===== config.mk =====
export PLATFORM = sky130hd
export DESIGN_NAME = redundant_binary_counter_top
export DESIGN_NICKNAME = d
export VERILOG_FILES = /design/src/rtl/rbc_pkg.sv /design/src/rtl/redundant_binary_counter_top.sv /design/src/rtl/rbc_row_mem.sv /design/src/rtl/rbc_row_scan.sv
export SDC_FILE = /design/constraint.sdc
export NUM_CORES = 2
export LEC_CHECK = 0
export BUFFER_PORTS_ARGS = -buffer_cell sky130_fd_sc_hd__buf_2
export CAP_MARGIN = 20
export CORE_UTILIZATION = 30
export CTS_CLUSTER_DIAMETER = 30
export CTS_CLUSTER_SIZE = 28
export DETAILED_ROUTE_END_ITERATION = 10
export PLACE_DENSITY = 0.51
export SLEW_MARGIN = 20
export SYNTH_ARGS = -nofsm -noshare
export SYNTH_HDL_FRONTEND = slang
export SYNTH_SLANG_ARGS = --single-unit
export TNS_END_PERCENT = 20

===== constraint.sdc =====
create_clock -name i_clk -period 10.9 [get_ports i_clk]
set_input_delay 0 -clock i_clk [delete_from_list [all_inputs] [get_ports i_clk]]
set_output_delay 0 -clock i_clk [all_outputs]
set_load 0.01 [all_outputs]

===== src/rtl/rbc_pkg.sv =====
// Package for the redundant binary counter: digit and row widths, the row type
// of the digit memory and the result record of a row scan. No dependencies.
package rbc_pkg;

    localparam int DCNT_W         = 11;
    localparam int POS_IN_W       = 10;
    localparam int CHG_W          = 3;
    localparam int VAL_W          = 2;
    localparam int ROW_DIGITS     = 16;
    localparam int OFF_W          = 4;
    localparam int DEF_MAX_DIGITS = 1024;

    localparam logic [DCNT_W-1:0] DCNT_RESET = 11'd1024;
    localparam logic [VAL_W-1:0]  DIGIT_ZERO = 2'd0;
    localparam logic [VAL_W-1:0]  DIGIT_ONE  = 2'd1;
    localparam logic [VAL_W-1:0]  DIGIT_TWO  = 2'd2;
    localparam logic [VAL_W-1:0]  DIGIT_MAX  = 2'd3;

    typedef logic [VAL_W-1:0] t_digit;
    typedef logic [ROW_DIGITS-1:0][VAL_W-1:0] t_row;

    typedef struct packed {
        logic             found;
        logic             is_two;
        logic [OFF_W-1:0] off;
    } t_scan_res;

endpackage


===== src/rtl/redundant_binary_counter_top.sv =====
// Top level of the redundant binary counter: control sequencer, result buffer
// and configuration register. Depends on rbc_pkg, rbc_row_mem and rbc_row_scan.
//
//   channel   direction  handshake             word
//   input     in         i_start / o_busy      i_bit_position
//   result    out        o_strobe              o_change_count, o_digit_position,
//                                              o_digit_value, o_last_change
//   config    in         i_cfg_we              i_cfg_wdata (digit_count)
//
// An item in range, once accepted, goes through S rows of 16 digits read to find the
// nearest 0 or 2 above the position (1 up to ceil(min(digit_count, MAX_DIGITS)/16)), K
// read-modify-write passes on the digit memory (1 to 4) and R result words (1 to 4). An
// item out of range goes straight to a single result word with a change count of zero.
// After reset a clearing pass writes ceil(MAX_DIGITS/16) rows with o_busy high. Result
// words are shown for one cycle each and are never held.
module redundant_binary_counter_top #(
    parameter int MAX_DIGITS = rbc_pkg::DEF_MAX_DIGITS
) (
    input  logic                          i_clk,
    input  logic                          i_rst_n,
    input  logic                          i_start,
    output logic                          o_busy,
    input  logic [rbc_pkg::POS_IN_W-1:0]  i_bit_position,
    output logic                          o_strobe,
    output logic [rbc_pkg::CHG_W-1:0]     o_change_count,
    output logic [rbc_pkg::POS_IN_W-1:0]  o_digit_position,
    output logic [rbc_pkg::VAL_W-1:0]     o_digit_value,
    output logic                          o_last_change,
    input  logic                          i_cfg_we,
    input  logic [rbc_pkg::DCNT_W-1:0]    i_cfg_wdata
);
    import rbc_pkg::*;

    localparam int ROWS   = (MAX_DIGITS + ROW_DIGITS - 1) / ROW_DIGITS;
    localparam int ROW_AW = (ROWS > 1) ? $clog2(ROWS) : 1;
    localparam int PW     = ROW_AW + OFF_W;
    localparam int NW     = PW + 1;
    localparam int CW     = (NW > DCNT_W) ? NW : DCNT_W;

    typedef logic [PW-1:0] t_pos;

    typedef enum logic [2:0] {
        ST_CLEAR,
        ST_IDLE,
        ST_SCAN,
        ST_OP_RD,
        ST_OP_WR,
        ST_EMIT
    } t_state;

    typedef enum logic [1:0] {
        OP_X,
        OP_INC,
        OP_CLR,
        OP_ONE
    } t_op_kind;

    function automatic t_digit upd_digit(input t_op_kind k, input t_digit d);
        t_digit v;
        v = d;
        unique case (k)
            OP_X:    v = (d == DIGIT_ZERO) ? DIGIT_ONE : d - DIGIT_ONE;
            OP_INC:  v = (d == DIGIT_MAX) ? DIGIT_MAX : d + DIGIT_ONE;
            OP_CLR:  v = DIGIT_ZERO;
            OP_ONE:  v = DIGIT_ONE;
            default: v = d;
        endcase
        return v;
    endfunction

    t_state                r_state;
    logic [DCNT_W-1:0]     r_digit_count;
    logic [ROW_AW-1:0]     r_clr;
    t_pos                  r_x;
    logic [ROW_AW-1:0]     r_row;
    logic                  r_first;
    t_digit                r_dx;
    t_pos                  r_t;
    logic [3:0]            r_opv;
    logic                  r_op2_one;
    logic [1:0]            r_idx;
    logic [POS_IN_W-1:0]   r_bpos [4];
    t_digit                r_bval [4];
    logic [CHG_W-1:0]      r_cnt;
    logic [1:0]            r_eidx;
    logic                  r_strobe;
    logic [CHG_W-1:0]      r_cc;
    logic [POS_IN_W-1:0]   r_dpos;
    t_digit                r_dval;
    logic                  r_last;

    logic [CW-1:0]         dc_ext;
    logic [CW-1:0]         max_ext;
    logic [CW-1:0]         n_used;
    t_pos                  lp;
    t_pos                  x_in;
    logic                  in_range;
    logic                  accept;
    t_row                  rd_data;
    t_row                  wr_data;
    logic                  mem_we;
    logic                  mem_re;
    logic [ROW_AW-1:0]     mem_waddr;
    logic [ROW_AW-1:0]     mem_raddr;
    logic [ROW_DIGITS-1:0] scan_mask;
    t_scan_res             scan_res;
    logic                  scan_done;
    t_pos                  t_found;
    t_digit                dx_now;
    logic                  cx_now;
    logic                  two_now;
    logic                  tnext_now;
    t_pos                  op_pos;
    t_op_kind              op_kind;
    t_digit                old_digit;
    t_digit                new_digit;
    logic                  nxt_ok;
    logic [1:0]            nxt_idx;

    assign dc_ext   = CW'(r_digit_count);
    assign max_ext  = CW'(MAX_DIGITS);
    assign n_used   = (dc_ext < max_ext) ? dc_ext : max_ext;
    assign lp       = PW'(n_used - CW'(1));
    assign x_in     = PW'(i_bit_position);
    assign in_range = CW'(i_bit_position) < n_used;
    assign o_busy   = (r_state != ST_IDLE);
    assign accept   = i_start && !o_busy;

    always_comb begin
        for (int o = 0; o < ROW_DIGITS; o++) begin
            scan_mask[o] = (!r_first || (OFF_W'(o) > r_x[OFF_W-1:0]))
                        && ((r_row != lp[PW-1:OFF_W]) || (OFF_W'(o) <= lp[OFF_W-1:0]));
        end
    end

    rbc_row_scan u_scan (
        .i_row  (rd_data),
        .i_mask (scan_mask),
        .o_res  (scan_res)
    );

    assign scan_done = scan_res.found || (r_row == lp[PW-1:OFF_W]);
    assign t_found   = {r_row, scan_res.off};
    assign dx_now    = r_first ? rd_data[r_x[OFF_W-1:0]] : r_dx;
    assign cx_now    = (dx_now != DIGIT_ZERO) && (r_x != lp);
    assign two_now   = scan_res.found && scan_res.is_two;
    assign tnext_now = (t_found == r_x + PW'(1));

    always_comb begin
        unique case (r_idx)
            2'd0: begin
                op_pos  = r_x;
                op_kind = OP_X;
            end
            2'd1: begin
                op_pos  = r_x + PW'(1);
                op_kind = OP_INC;
            end
            2'd2: begin
                op_pos  = r_t;
                op_kind = r_op2_one ? OP_ONE : OP_CLR;
            end
            default: begin
                op_pos  = r_t + PW'(1);
                op_kind = OP_INC;
            end
        endcase
    end

    assign old_digit = rd_data[op_pos[OFF_W-1:0]];
    assign new_digit = upd_digit(op_kind, old_digit);

    always_comb begin
        wr_data                      = rd_data;
        wr_data[op_pos[OFF_W-1:0]]   = new_digit;
    end

    always_comb begin
        nxt_ok  = 1'b0;
        nxt_idx = 2'd0;
        for (int j = 3; j >= 0; j--) begin
            if (r_opv[j] && (2'(j) > r_idx)) begin
                nxt_ok  = 1'b1;
                nxt_idx = 2'(j);
            end
        end
    end

    always_comb begin
        mem_we    = 1'b0;
        mem_waddr = op_pos[PW-1:OFF_W];
        mem_re    = 1'b0;
        mem_raddr = op_pos[PW-1:OFF_W];
        unique case (r_state)
            ST_CLEAR: begin
                mem_we    = 1'b1;
                mem_waddr = r_clr;
            end
            ST_IDLE: begin
                mem_re    = accept && in_range;
                mem_raddr = x_in[PW-1:OFF_W];
            end
            ST_SCAN: begin
                mem_re    = !scan_done;
                mem_raddr = r_row + ROW_AW'(1);
            end
            ST_OP_RD: begin
                mem_re = 1'b1;
            end
            ST_OP_WR: begin
                mem_we = 1'b1;
            end
            default: begin
                mem_we = 1'b0;
            end
        endcase
    end

    rbc_row_mem #(
        .ROWS   (ROWS),
        .ROW_AW (ROW_AW)
    ) u_mem (
        .i_clk   (i_clk),
        .i_we    (mem_we),
        .i_waddr (mem_waddr),
        .i_wdata ((r_state == ST_CLEAR) ? t_row'('0) : wr_data),
        .i_re    (mem_re),
        .i_raddr (mem_raddr),
        .o_rdata (rd_data)
    );

    always_ff @(posedge i_clk) begin
        if (!i_rst_n) begin
            r_digit_count <= DCNT_RESET;
        end else if (i_cfg_we) begin
            r_digit_count <= i_cfg_wdata;
        end
    end

    always_ff @(posedge i_clk) begin
        if (!i_rst_n) begin
            r_state  <= ST_CLEAR;
            r_clr    <= '0;
            r_strobe <= 1'b0;
        end else begin
            r_strobe <= 1'b0;
            unique case (r_state)
                ST_CLEAR: begin
                    if (r_clr == ROW_AW'(ROWS - 1)) begin
                        r_state <= ST_IDLE;
                    end else begin
                        r_clr <= r_clr + ROW_AW'(1);
                    end
                end
                ST_IDLE: begin
                    if (accept) begin
                        r_x     <= x_in;
                        r_row   <= x_in[PW-1:OFF_W];
                        r_first <= 1'b1;
                        r_cnt   <= '0;
                        r_eidx  <= '0;
                        r_state <= in_range ? ST_SCAN : ST_EMIT;
                    end
                end
                ST_SCAN: begin
                    r_dx    <= dx_now;
                    r_first <= 1'b0;
                    if (scan_done) begin
                        r_t       <= t_found;
                        r_opv[0]  <= 1'b1;
                        r_opv[1]  <= cx_now && !(two_now && tnext_now);
                        r_opv[2]  <= two_now;
                        r_opv[3]  <= two_now && (t_found != lp);
                        r_op2_one <= cx_now && tnext_now;
                        r_idx     <= 2'd0;
                        r_state   <= ST_OP_RD;
                    end else begin
                        r_row <= r_row + ROW_AW'(1);
                    end
                end
                ST_OP_RD: begin
                    r_state <= ST_OP_WR;
                end
                ST_OP_WR: begin
                    if (new_digit != old_digit) begin
                        r_bpos[r_cnt[1:0]] <= POS_IN_W'(op_pos);
                        r_bval[r_cnt[1:0]] <= new_digit;
                        r_cnt              <= r_cnt + CHG_W'(1);
                    end
                    if (nxt_ok) begin
                        r_idx   <= nxt_idx;
                        r_state <= ST_OP_RD;
                    end else begin
                        r_eidx  <= '0;
                        r_state <= ST_EMIT;
                    end
                end
                ST_EMIT: begin
                    r_strobe <= 1'b1;
                    if (r_cnt == '0) begin
                        r_cc    <= '0;
                        r_dpos  <= '0;
                        r_dval  <= DIGIT_ZERO;
                        r_last  <= 1'b1;
                        r_state <= ST_IDLE;
                    end else begin
                        r_cc   <= r_cnt;
                        r_dpos <= r_bpos[r_eidx];
                        r_dval <= r_bval[r_eidx];
                        if (CHG_W'(r_eidx) + CHG_W'(1) == r_cnt) begin
                            r_last  <= 1'b1;
                            r_state <= ST_IDLE;
                        end else begin
                            r_last <= 1'b0;
                            r_eidx <= r_eidx + 2'd1;
                        end
                    end
                end
                default: begin
                    r_state <= ST_IDLE;
                end
            endcase
        end
    end

    assign o_strobe         = r_strobe;
    assign o_change_count   = r_cc;
    assign o_digit_position = r_dpos;
    assign o_digit_value    = r_dval;
    assign o_last_change    = r_last;

endmodule


===== src/rtl/rbc_row_mem.sv =====
// Digit memory of the redundant binary counter: one row of digits per entry,
// one write port and one registered read port. Depends on rbc_pkg.
module rbc_row_mem #(
    parameter int ROWS   = rbc_pkg::DEF_MAX_DIGITS / rbc_pkg::ROW_DIGITS,
    parameter int ROW_AW = (ROWS > 1) ? $clog2(ROWS) : 1
) (
    input  logic              i_clk,
    input  logic              i_we,
    input  logic [ROW_AW-1:0] i_waddr,
    input  rbc_pkg::t_row     i_wdata,
    input  logic              i_re,
    input  logic [ROW_AW-1:0] i_raddr,
    output rbc_pkg::t_row     o_rdata
);
    import rbc_pkg::*;

    t_row r_mem [ROWS];
    t_row r_rdata;

    always_ff @(posedge i_clk) begin
        if (i_we) begin
            r_mem[i_waddr] <= i_wdata;
        end
    end

    always_ff @(posedge i_clk) begin
        if (i_re) begin
            r_rdata <= r_mem[i_raddr];
        end
    end

    assign o_rdata = r_rdata;

endmodule


===== src/rtl/rbc_row_scan.sv =====
// Row scan of the redundant binary counter: finds the lowest enabled digit of
// one row that is 0 or 2. Depends on rbc_pkg.
module rbc_row_scan (
    input  rbc_pkg::t_row                     i_row,
    input  logic [rbc_pkg::ROW_DIGITS-1:0]    i_mask,
    output rbc_pkg::t_scan_res                o_res
);
    import rbc_pkg::*;

    logic [ROW_DIGITS-1:0] hit;

    always_comb begin
        for (int o = 0; o < ROW_DIGITS; o++) begin
            hit[o] = i_mask[o] && (i_row[o] == DIGIT_ZERO || i_row[o] == DIGIT_TWO);
        end
    end

    always_comb begin
        o_res = '0;
        for (int o = ROW_DIGITS - 1; o >= 0; o--) begin
            if (hit[o]) begin
                o_res.found  = 1'b1;
                o_res.is_two = (i_row[o] == DIGIT_TWO);
                o_res.off    = OFF_W'(o);
            end
        end
    end

endmodule

==> summary.md <==
| Metric | Value |
|---|---|
| Drt pass-1 iters | 8 |
| Buffers & Inverters on Critical Path | 2 |
| IO Port Bufs | 42 |
| Post-DP Area | 96900 sq um |
| Top FF cell, synth | edfxtp_1 |
| Max stage delay on crit path | 0.84 ns |
| Post-synthesis average cell area | 12.9 sq um |
| Core area | 301000 sq um |
| Worst vdd ir | 0.000146 V |
| WL final | 283000 um |
| Status | finished, final reports clean |
| Async SR Flop Fraction | 0 |
| Yosys warnings | 0 |
| Pins Over Slew Limit | 0 |
| Post-synth top area share | 0.721 |
| Vias after detailed routing | 60900 |
| First-pass GRT wire length | 409000 um |
| Post-synthesis mux area share | 0.0134 |
| Post-synthesis adder-cell area fraction | 0.00316 |
| Largest net degree at the start of global routing | 135 |
| Crit path required time | 11.64 ns |
| Top cells by area, synth | edfxtp_1 (72%), nand2_1 (8.7%), a311oi_1 (3.7%) |
| Clk_skew | 0.0938 ns |
| #FFs+latches synth | 2205 |
| GRT Util Overall | 0.180 |
| Crit-path most repeated cell | a21oi_1 |
| Pwr Density | 204 nW/um^2 |
| Antenna-violating nets left | 0 |
| Hold WC Path Type | in -> reg |
| WP data arrival | 7.58 ns |
| 1st-iter DRT viols | 6086 |
| Endpoints failing hold | 0 |
| CTS HTree Levels | 5 |
| CP max FO | 132 |
| Compound-Gate Fraction of Synth Area | 0.0755 |
| Clk slew on worst S/H paths | 0.04 ns |
| Clock sink count | 2205 |
| CP cell instances | ha_1 -> nand4_1 -> xor2_1 -> mux2i_1 -> a221o_4 -> buf_12 -> buf_4 -> nand2_1 -> and3_1 -> a311oi_1 -> a31oi_1 -> a21oi_1 -> a21oi_1 -> a21oi_1 |
| Met2 Wirelength | 130000 um |
| R2R setup slack | 4.07 ns |
| Slew @ Worst Pin | 1.25 ns |
| RSZ-0062 raised after global routing | false |
| Mapped cell area | 91000 sq um |
| WL/cell | 24.2 um |
| Top routing layer in use | met4 |
| Area of the die | 306000 sq um |
| Latest clock arrival within the worst-skew pair | 0.91 ns |
| Pwr Total | 0.0230 W |
| CTS buffer count | 449 |
| Met3 wire length | 20300 um |
| Mapped Cells | 7071 |
| Critical path class | reg -> reg |
| Clock Path Buffers | 4 |
| Standard-cell row count | 201 |
| Layout cells sized above 1 | 0.146 |
| MaxCap Viol Count | 0 |
| Post-synthesis xor/xnor area fraction | 0.00594 |
| Starting Density | 0.303 |
| Slew HR | 0.164 |
| Post-synthesis sequential area ratio | 0.725 |
| Setup TNS Final | 0 ns |
| Post-synth EDFFs | 2184 |
| Die Wd | 553 um |
| Synth-to-layout area growth | 23.9% |
| DR DRC count | 0 |
| Detailed Place HPWL | 145000 um |
| Chip Height | 553 um |
| Num ports | 43 |
| Syn_nets | 7119 |
| Total gr overflow | 0 |
| Slowest-stage cell, CP | a221o_4 |
| FMAX | 0.146 GHz |
| Fin cells | 11700 |
| Post-synthesis simple-gate area fraction | 0.153 |
| Largest family of logic cells by synthesized area | simple AND/OR/NAND/NOR gates |
| Post-Place Cells | 10800 |
| Synth cell types | 89 |
| Root Buffer | clkbuf_16 |
| Antenna violations before repair | 8 |
| Min cycle time layout | 6.83 ns |
| Final Cell Area | 113000 sq um |
| Average vias per placed instance | 5.21 |
| Metal-1 WL | 124000 um |
| CP top delay family | compound AO/OA/AOI/OAI gates |
| Vias in the first global route | 59100 |
| Total Nets Final | 7375 |
| Post-synth top area cell | edfxtp_1 |
| Fin crit share | 0.627 |
| Placer Congestion | 0.862 |
| PostCTS Resize Cnt | 0 |
| Crit path launch type | register |
| P_leak | 39.6 nW |
| Setup crit end kind | register |
| Final setup fails | 0 |
| TritonCTS clock tree | built |
synthesized netlist by cell type (30+ instances only):
library cell / n
clkbuf_1: 367
nand3_1: 533
nand2_1: 2116
a211oi_1: 118
nor2_1: 185
buf_1: 52
a311oi_1: 385
mux4_2: 31
and3_1: 269
a31oi_1: 136
a21oi_1: 164
xor2_1: 30
mux2i_1: 43
inv_1: 32
edfxtp_1: 2184
buf_2: 85
layer usage:
metal / vias up / global-route usage
met2: 2250 / 0.284
met5: - / 0
met4: 0 / 0.0632
met3: 469 / 0.0349
met1: 31100 / 0.245
li1: 27000 / -
repair_timing:
item	4_1_cts	5_1_grt
endpoints found under the hold margin	73	0
buffers inserted	0	0
hold buffers	64	0
kinds of logic after synthesis:
kind of cell,Yosys count
buffers and inverters,541
AOI/OAI and AO/OA,918
and+or+nand+nor,3242
xor gates and xnor gates,60
DFF,2205
adders and majority gates,23
muxes,82
report_power, final:
| part | total [W] | leakage (nW) | switching, W | internal (W) |
|---|---|---|---|---|
| clock network | 0.0136 | 7.33 | 0.00443 | 0.00913 |
| registers | 0.00927 | 21.9 | 0.0000154 | 0.00925 |
| logic | 0.000169 | 10.4 | 0.000113 | 0.0000554 |
cell type report:
type,count,area [sq um]
Clock inverter,318,3570
Clock buffer,512,11600
Timing Repair Buffer,313,2650
Tap cell,3958,4950
Antenna cell,15,37.5
Sequential cell,2205,66000
Inverter,33,124
Fill cell,28400,188000
Multi-Input combinational cell,4325,23800
flip-flops by register name, summed over array words and instances, names as in the netlist, 3 cells and up:
signal and cells:
u_mem.r_mem 2048, r_bpos 40, u_mem.o_rdata 32, dc_ext 11, o_digit_position 10, r_t 10
r_x 10, r_bval 8, r_clr 6, r_row 6, o_change_count 3, r_cnt 3
r_opv 3, r_state 3
path summary, 6_finish.rpt:
kind	end	startpoint	cells past startpoint
max	u_mem.o_rdata[14]$_DFFE_PP_	r_x[1]$_DFFE_PP_	14
min	r_row[5]$_DFFE_PP_	i_bit_position[9]	3
max reg2reg	u_mem.o_rdata[14]$_DFFE_PP_	r_x[1]$_DFFE_PP_	14
min reg2reg	r_dx[1]$_DFFE_PP_	r_dx[1]$_DFFE_PP_	1
worst reg2reg max path, stage by stage (launching register included):
cell,delay [ns]
edfxtp_1,0.81
ha_1,0.48
nand4_1,0.15
xor2_1,0.19
mux2i_1,0.64
a221o_4,0.84
buf_12,0.54
buf_4,0.93
nand2_1,0.13
and3_1,0.19
a311oi_1,0.32
a31oi_1,0.10
a21oi_1,0.75
a21oi_1,0.45
a21oi_1,0.24
placed cells by master, fill, tap and decap left out, drive strengths merged, types with 23 or more instances in the layout:
master	Yosys	layout
nand3	534	534
xor2	31	31
a31oi	136	136
ha	23	23
nor2b	29	29
dlygate4sd3	0	64
xnor2	29	29
nand2	2116	2116
clkinv	1	203
nor2	185	185
a21oi	165	165
inv	32	42
edfxtp	2184	2184
bufinv	0	67
clkinvlp	0	39
a311oi	386	386
o21ai	32	32
a211oi	118	118
mux2i	43	43
clkbuf	367	514
buf	141	247
and3	269	269
mux4	31	31
stage by stage:
stage               utilization  hold slack (ns)  worst slack [ns]
floorplan                     -           0.0989              4.22
global placement          0.322            0.233              4.31
detailed placement        0.322            0.240              4.10
CTS                       0.375          0.00557              4.11
global route              0.375           0.0580              3.87
finish                    0.375           0.0649              4.07
Note: power is estimated with default switching activity, not from simulation.
